===== config.mk =====
export PLATFORM = sky130hd
export DESIGN_NAME = accumulator_cpu_step
export DESIGN_NICKNAME = d
export VERILOG_FILES = /design/src/rtl/acs_pkg.sv /design/src/rtl/accumulator_cpu_step.sv
export VERILOG_INCLUDE_DIRS = /design/src /design/src/rtl
export SDC_FILE = /design/constraint.sdc
export NUM_CORES = 2
export LEC_CHECK = 0
export ABC_AREA = 1
export BUFFER_PORTS_ARGS = -buffer_cell sky130_fd_sc_hd__buf_2
export CAP_MARGIN = 20
export CORE_ASPECT_RATIO = 1.4
export CORE_MARGIN = 2
export CORE_UTILIZATION = 42
export DETAILED_ROUTE_END_ITERATION = 8
export MAX_ROUTING_LAYER = met4
export SLEW_MARGIN = 20
export SYNTH_ARGS = -nofsm -noshare
export SYNTH_HDL_FRONTEND = slang
export SYNTH_SLANG_ARGS = --single-unit

===== constraint.sdc =====
create_clock -name clk_i -period 20.7 [get_ports clk_i]
set_input_delay 3.105 -clock clk_i [delete_from_list [all_inputs] [get_ports clk_i]]
set_output_delay 3.105 -clock clk_i [all_outputs]
set_load 0.02 [all_outputs]

===== src/rtl/accumulator_cpu_step_assert.svh =====
// accumulator_cpu_step_assert.svh: assertion macros for the accumulator core
// expects clk_i and rst_ni in the scope where the macros are used
`ifndef ACCUMULATOR_CPU_STEP_ASSERT_SVH
`define ACCUMULATOR_CPU_STEP_ASSERT_SVH

// clocked check, masked while reset is applied
`define ACS_ASSERT(name, prop, msg) \
  name: assert property (@(posedge clk_i) disable iff (!rst_ni) prop) else $error(msg);

// clocked check that also holds during reset
`define ACS_ASSERT_ALWAYS(name, prop, msg) \
  name: assert property (@(posedge clk_i) prop) else $error(msg);

`endif


===== src/rtl/acs_pkg.sv =====
// acs_pkg: types and constants of the accumulator machine
// used by accumulator_cpu_step; no dependencies
`default_nettype none

package acs_pkg;

  // memory geometry
  localparam int unsigned MemDepth = 256;
  localparam int unsigned AddrW    = (MemDepth > 1) ? $clog2(MemDepth) : 1;

  // opcode bytes
  localparam logic [7:0] OpHlt = 8'h00;
  localparam logic [7:0] OpLda = 8'h01;
  localparam logic [7:0] OpSta = 8'h02;
  localparam logic [7:0] OpAdd = 8'h03;
  localparam logic [7:0] OpSub = 8'h04;
  localparam logic [7:0] OpInp = 8'h05;
  localparam logic [7:0] OpOut = 8'h06;
  localparam logic [7:0] OpBrz = 8'h07;
  localparam logic [7:0] OpBrp = 8'h08;
  localparam logic [7:0] OpBra = 8'h09;

  // request operation codes
  localparam logic OperLoad = 1'b0;
  localparam logic OperExec = 1'b1;

  // request payload
  typedef struct packed {
    logic       operation;
    logic [7:0] load_address;
    logic [7:0] load_data;
    logic [7:0] input_value;
  } acs_req_t;

  // result payload
  typedef struct packed {
    logic [7:0] next_pc;
    logic [7:0] acc_value;
    logic       halted;
    logic       out_valid;
    logic [7:0] out_value;
    logic [7:0] opcode_done;
  } acs_rsp_t;

  // sequencer states, one-hot
  typedef enum logic [4:0] {
    S_IDLE = 5'b00001,
    S_OPC  = 5'b00010,
    S_ARG  = 5'b00100,
    S_DAT  = 5'b01000,
    S_RESP = 5'b10000
  } acs_state_e;

endpackage

`default_nettype wire


===== src/rtl/accumulator_cpu_step.sv =====
// channel | valid      | stall       | payload
// request | in_valid_i | in_stall_o  | in_req_i  (acs_pkg::acs_req_t)
// result  | out_valid_o| out_stall_i | out_rsp_o (acs_pkg::acs_rsp_t)
//
// a load request goes from idle to response; an execute request also passes the
// opcode, operand and data states as needed, reading the single port memory.
// reset clears pc, accumulator, halt flag and the per-byte valid bits at once,
// so memory reads as zero without a clearing pass.
// a request is taken whenever the sequencer is idle, even while a finished
// result waits in the output register; the sequencer waits only if it must
// overwrite a result that is still stalled.
// accumulator_cpu_step: sequencer, state registers and memory
// depends on acs_pkg and accumulator_cpu_step_assert.svh
`default_nettype none

module accumulator_cpu_step (
  input  wire logic             clk_i,
  input  wire logic             rst_ni,
  input  wire logic             in_valid_i,
  output logic                  in_stall_o,
  input  wire acs_pkg::acs_req_t in_req_i,
  output logic                  out_valid_o,
  input  wire logic             out_stall_i,
  output acs_pkg::acs_rsp_t     out_rsp_o
);

  import acs_pkg::*;

  localparam logic [8:0] AddrLim = 9'(MemDepth);

  acs_state_e state_q, state_d;

  logic [7:0] pc_q, pc_d;
  logic [7:0] acc_q, acc_d;
  logic       halt_q, halt_d;
  logic [7:0] opc_q, opc_d;
  logic       outv_q, outv_d;
  logic [7:0] outval_q, outval_d;
  logic [7:0] inp_q, inp_d;

  acs_rsp_t rsp_q, rsp_d;
  logic     res_valid_q, res_valid_d;

  // memory port
  logic [7:0]         mem_q [MemDepth];
  logic [MemDepth-1:0] mem_vld_q;
  logic               mem_re, mem_we;
  logic [7:0]         mem_addr, mem_wdata;
  logic               mem_in_range;
  logic [AddrW-1:0]   mem_idx;
  logic [7:0]         rdata_q;
  logic               rd_vld_q;
  logic [7:0]         rdata;

  logic in_fire, out_fire, take;

  assign in_fire  = in_valid_i && !in_stall_o;
  assign out_fire = res_valid_q && !out_stall_i;

  assign in_stall_o  = (state_q != S_IDLE);
  assign out_valid_o = res_valid_q;
  assign out_rsp_o   = rsp_q;

  assign mem_in_range = ({1'b0, mem_addr} < AddrLim);
  assign mem_idx      = mem_addr[AddrW-1:0];
  // bytes never written since reset read as zero
  assign rdata        = rd_vld_q ? rdata_q : 8'h00;

  // branch condition
  always_comb begin
    case (opc_q)
      OpBrz:   take = (acc_q == 8'h00);
      OpBrp:   take = !acc_q[7];
      OpBra:   take = 1'b1;
      default: take = 1'b0;
    endcase
  end

  // sequencer
  always_comb begin
    state_d     = state_q;
    pc_d        = pc_q;
    acc_d       = acc_q;
    halt_d      = halt_q;
    opc_d       = opc_q;
    outv_d      = outv_q;
    outval_d    = outval_q;
    inp_d       = inp_q;
    rsp_d       = rsp_q;
    res_valid_d = res_valid_q && !out_fire;
    mem_re      = 1'b0;
    mem_we      = 1'b0;
    mem_addr    = pc_q;
    mem_wdata   = acc_q;

    case (state_q)
      S_IDLE: begin
        if (in_fire) begin
          opc_d    = 8'h00;
          outv_d   = 1'b0;
          outval_d = 8'h00;
          inp_d    = in_req_i.input_value;
          if (in_req_i.operation == OperLoad) begin
            mem_we    = 1'b1;
            mem_addr  = in_req_i.load_address;
            mem_wdata = in_req_i.load_data;
            state_d   = S_RESP;
          end else if (halt_q) begin
            state_d = S_RESP;
          end else begin
            // opcode fetch
            mem_re  = 1'b1;
            pc_d    = pc_q + 8'd1;
            state_d = S_OPC;
          end
        end
      end

      S_OPC: begin
        opc_d   = rdata;
        state_d = S_RESP;
        case (rdata)
          OpHlt: halt_d = 1'b1;
          OpInp: acc_d = inp_q;
          OpOut: begin
            outv_d   = 1'b1;
            outval_d = acc_q;
          end
          default: begin
            if (rdata inside {OpLda, OpSta, OpAdd, OpSub, OpBrz, OpBrp, OpBra}) begin
              // operand fetch
              mem_re  = 1'b1;
              pc_d    = pc_q + 8'd1;
              state_d = S_ARG;
            end
          end
        endcase
      end

      S_ARG: begin
        state_d  = S_RESP;
        mem_addr = rdata;
        case (opc_q)
          OpSta: mem_we = 1'b1;
          OpLda, OpAdd, OpSub: begin
            mem_re  = 1'b1;
            state_d = S_DAT;
          end
          default: begin
            if (take) begin
              pc_d = rdata;
            end
          end
        endcase
      end

      S_DAT: begin
        state_d = S_RESP;
        case (opc_q)
          OpAdd:   acc_d = acc_q + rdata;
          OpSub:   acc_d = acc_q - rdata;
          default: acc_d = rdata;
        endcase
      end

      S_RESP: begin
        // push once the output register is free or being drained
        if (!res_valid_q || !out_stall_i) begin
          rsp_d.next_pc     = pc_q;
          rsp_d.acc_value   = acc_q;
          rsp_d.halted      = halt_q;
          rsp_d.out_valid   = outv_q;
          rsp_d.out_value   = outval_q;
          rsp_d.opcode_done = opc_q;
          res_valid_d       = 1'b1;
          state_d           = S_IDLE;
        end
      end

      default: state_d = S_IDLE;
    endcase
  end

  // control and architectural registers
  always_ff @(posedge clk_i or negedge rst_ni) begin
    if (!rst_ni) begin
      state_q     <= S_IDLE;
      pc_q        <= 8'h00;
      acc_q       <= 8'h00;
      halt_q      <= 1'b0;
      res_valid_q <= 1'b0;
    end else begin
      state_q     <= state_d;
      pc_q        <= pc_d;
      acc_q       <= acc_d;
      halt_q      <= halt_d;
      res_valid_q <= res_valid_d;
    end
  end

  // working payload registers
  always_ff @(posedge clk_i) begin
    opc_q    <= opc_d;
    outv_q   <= outv_d;
    outval_q <= outval_d;
    inp_q    <= inp_d;
    rsp_q    <= rsp_d;
  end

  // byte valid bits and read valid
  always_ff @(posedge clk_i or negedge rst_ni) begin
    if (!rst_ni) begin
      mem_vld_q <= '0;
      rd_vld_q  <= 1'b0;
    end else begin
      if (mem_we && mem_in_range) begin
        mem_vld_q[mem_idx] <= 1'b1;
      end
      if (mem_re) begin
        rd_vld_q <= mem_in_range && mem_vld_q[mem_idx];
      end
    end
  end

  // memory array, one port
  always_ff @(posedge clk_i) begin
    if (mem_we && mem_in_range) begin
      mem_q[mem_idx] <= mem_wdata;
    end
    if (mem_re) begin
      rdata_q <= mem_q[mem_idx];
    end
  end

  // checks
`include "accumulator_cpu_step_assert.svh"

  `ACS_ASSERT(a_port_single, !(mem_re && mem_we), "memory read and write in one cycle")
  `ACS_ASSERT(a_halt_sticky, halt_q |=> halt_q, "halt flag cleared without reset")
  `ACS_ASSERT(a_push_from_resp, $rose(res_valid_q) |-> $past(state_q == S_RESP), "result pushed outside response state")
  `ACS_ASSERT_ALWAYS(a_out_needs_opc, (res_valid_q && rsp_q.out_valid) |-> (rsp_q.opcode_done == OpOut), "output flag without OUT opcode")

endmodule

`default_nettype wire


==> impl_metrics.tcl <==
set metrics [dict create \
    wl_per_cell_um 24.12 \
    cp_top_family "simple AND/OR/NAND/NOR gates" \
    wl_met3_mm 18.21 \
    slew_viol_final 0 \
    powerDensity_nw_per_um2 149.8 \
    dieWidth_um 406.2 \
    fin_crit_sh_pct 47.62 \
    dieArea_um2 230300 \
    drv_cap 0 \
    die_y_um 567.0 \
    cts_made_buffers 219 \
    required_ns 21.30 \
    crit_slowest_cell "buf_4" \
    gp_congestion 0.8578 \
    synth_fp_nets 8109 \
    drc 0 \
    dr.max_layer_used "met4" \
    num_rows 206 \
    synth_area_leaders "edfxtp_1 (67%), nand2_1 (12%), dfrtp_1 (7.3%)" \
    antenna_found_initial 4 \
    synth_ff_type "edfxtp_1" \
    drive_above_1_share_pct 7.696 \
    relSlewSlack_pct 24.39 \
    grt.overflow.total 0 \
    layout_commonest_cell "nand2_1" \
    worst_slack_ns 10.84 \
    preCtsSetupSlack_ns 10.38 \
    start_util_pct 42.26 \
    portBuffers 64 \
    timing.fmax_mhz 101.5 \
    drtAntennaViolNets 0 \
    ctsHoldBuffers 0 \
    fin_nets 8063 \
    rr_endpoint "rdata_q[4]$_DFFE_PP_" \
    setup_violations 0 \
    htree_levels 4 \
    worst-path-buf-inv 8 \
    grt_usage_pct 23.88 \
    setup_tns_ns 0 \
    clk_latency_ns 0.87 \
    worst_slew_pin_slew_ns 1.130 \
    outcome "finished, final reports clean" \
    r2r_slack_ns 12.40 \
    ys_async_sr_fraction_pct 11.69 \
    yosys.area.top_type_share_pct 66.78 \
    cp_common_cell "nand2_1" \
    cts_setup_buffers 0 \
    core_area_um2 225000 \
    synthDistinctLibCells 45 \
    hpwlAfterDp_mm 151.8 \
    ys_ff_latch 2395 \
    cts_max_path_buffers 4 \
    grt_pass1_vias 60250 \
    rr_worst_depth 24 \
    rsz0062_at_grt "false" \
    cp_cell_sequence "buf_2 > inv_1 > nor2_1 > nand2_1 > nand3_4 > buf_4 > nand2_8 > nand2_4 > buf_4 > inv_16 > buf_12 > buf_12 > buf_4 > a22oi_1 > nand2_1 > nand2_1 > nand2_1 > nor2_1 > nor2_1 > nor2_1 > nand2_1 > nor2_1 > nand2_1" \
    hold_slack_ns 0.4169 \
    holdCritStartpoint "outval_q[3]$_SDFFCE_PN0P_" \
    fillers 19880 \
    period_needed_ns 9.857 \
    grt_max_degree 202 \
    peakVddDrop_mv 0.2588 \
    r2r_start "state_q[0]$_DFFE_PN1P_" \
    drtIter0Drc 6344 \
    clkSinkCount 2395 \
    vias_per_cell 5.478 \
    fin_skew_ns 0.03695 \
    synth_top_cell_by_area "edfxtp_1" \
    vias 61450 \
    cts_root_buf "clkbuf_16" \
    netlist_instances 8067 \
    ys_seq_area_share_pct 74.15 \
    hold_depth 0 \
    ys_warn_count 0 \
    ctsResizeCount 0 \
    met1Wirelength_mm 105.4 \
    startpoint_type "primary input" \
    crit_fanout 147 \
    worst_ep_arrival_time_ns 10.46 \
    syn_avg_cell_area_um2 11.79 \
    wl_met2_mm 133.7 \
    grt_pass1_wl_mm 399.7 \
    cts_tree "done" \
    drt-total-wl_mm 270.6 \
    synth_edf_count 2115 \
    critPathCaptureType "register" \
    final_cell_mix "nand2_1 (3,087), edfxtp_1 (2,115), nor2_1 (489)" \
    dr.pass1.iters 6 \
    max_stage_delay_ns 0.75 \
    crit_type "in2reg" \
    hold_end "out_rsp_o[11]$_DFFE_PP_" \
    io_pins 65 \
    area_growth_pct 11.04 \
    clk_pin_slew_worst_paths_ns 0.06 \
    synthesis.area_um2 95100 \
    hold_violations 0 \
    hold_path.class "reg2reg" \
    power_leakage_uw 0.03915 \
]
## how the worst max path moves through the flow
stage,to,cells past startpoint,slack [ns],startpoint
final,rdata_q[4]$_DFFE_PP_,23,10.84,in_valid_i
after global routing,rdata_q[4]$_DFFE_PP_,23,10.82,in_valid_i
after CTS,rdata_q[7]$_DFFE_PP_,22,11.24,in_valid_i
after detailed placement,rdata_q[7]$_DFFE_PP_,22,10.38,in_valid_i
after global placement,rdata_q[0]$_DFFE_PP_,22,10.39,in_valid_i
after floorplan,mem_q[0][0]$_DFFE_PP_,5,4.99,in_valid_i
## synthesized netlist by cell type (all sizes together), types with 2 or more instances
cell type	n
o31ai	5
o211ai	4
nand3	178
o21ai	328
edfxtp	2115
o22ai	2
nand2	3103
a211oi	2
clkbuf	200
a22oi	115
nor4	4
or2	118
buf	236
inv	269
nor3	9
a31oi	7
nor2	507
a21oi	109
dfrtp	279
ha	12
nand4	442
clkinv	2
xor2	12
## cell families after synthesis
family                   count (synthesis)  synth area share, %
flip-flops                            2395                74.15
AND/OR/NAND/NOR                       4363                19.03
AO/OA/AOI/OAI                          576                3.393
adder cells (fa/ha/maj)                 13               0.1789
XOR/XNOR                                13               0.1197
buffers and inverters                  707                3.123
## flip-flops by register name (all words and copies together), names as in the netlist, 5 cells and up
register and flops:
inp_q 8, outval_q 8, rdata_q 8, pc_q 8, out_rsp_o 34, state_q 5, mem_q 2048, mem_vld_q 256
opc_q 8, acc_q 8
## per-stage QoR
stage	total power, uW	instances	cell area [um^2]	utilization, %
floorplan	9653	8067	95100	-
CTS	15820	11210	105500	46.88
finish	15820	11220	105600	46.93
global route	16540	11220	105600	46.93
detailed placement	11830	10810	98460	43.76
global placement	11790	10810	98440	43.75
## routing by layer
layer	GRT usage [%]	vias to the layer above
met5	-	-
met4	10.24	0
met3	2.821	590
met2	39.13	2554
met1	29.98	30630
li1	-	27670
## report_power, final
part	internal, uW	total [uW]	switching (uW)
Combinational	1460	6170	4710
Sequential	5550	5610	61.3
Clock	2270	4040	1770
Total	9280	15800	6540
## final cells by class
type | instances | area [um^2] | area share, %
inverters | 271 | 1041 | 0.9858
clock buffers | 277 | 5882 | 5.570
repair buffers | 169 | 1361 | 1.289
multi-input cells | 4965 | 21870 | 20.71
diodes | 1 | 2.502 | 0.002370
well taps | 3016 | 3774 | 3.574
flip-flops and latches | 2395 | 70520 | 66.78
clock inverters | 122 | 1147 | 1.087
Note: power is estimated with default switching activity, not from simulation.
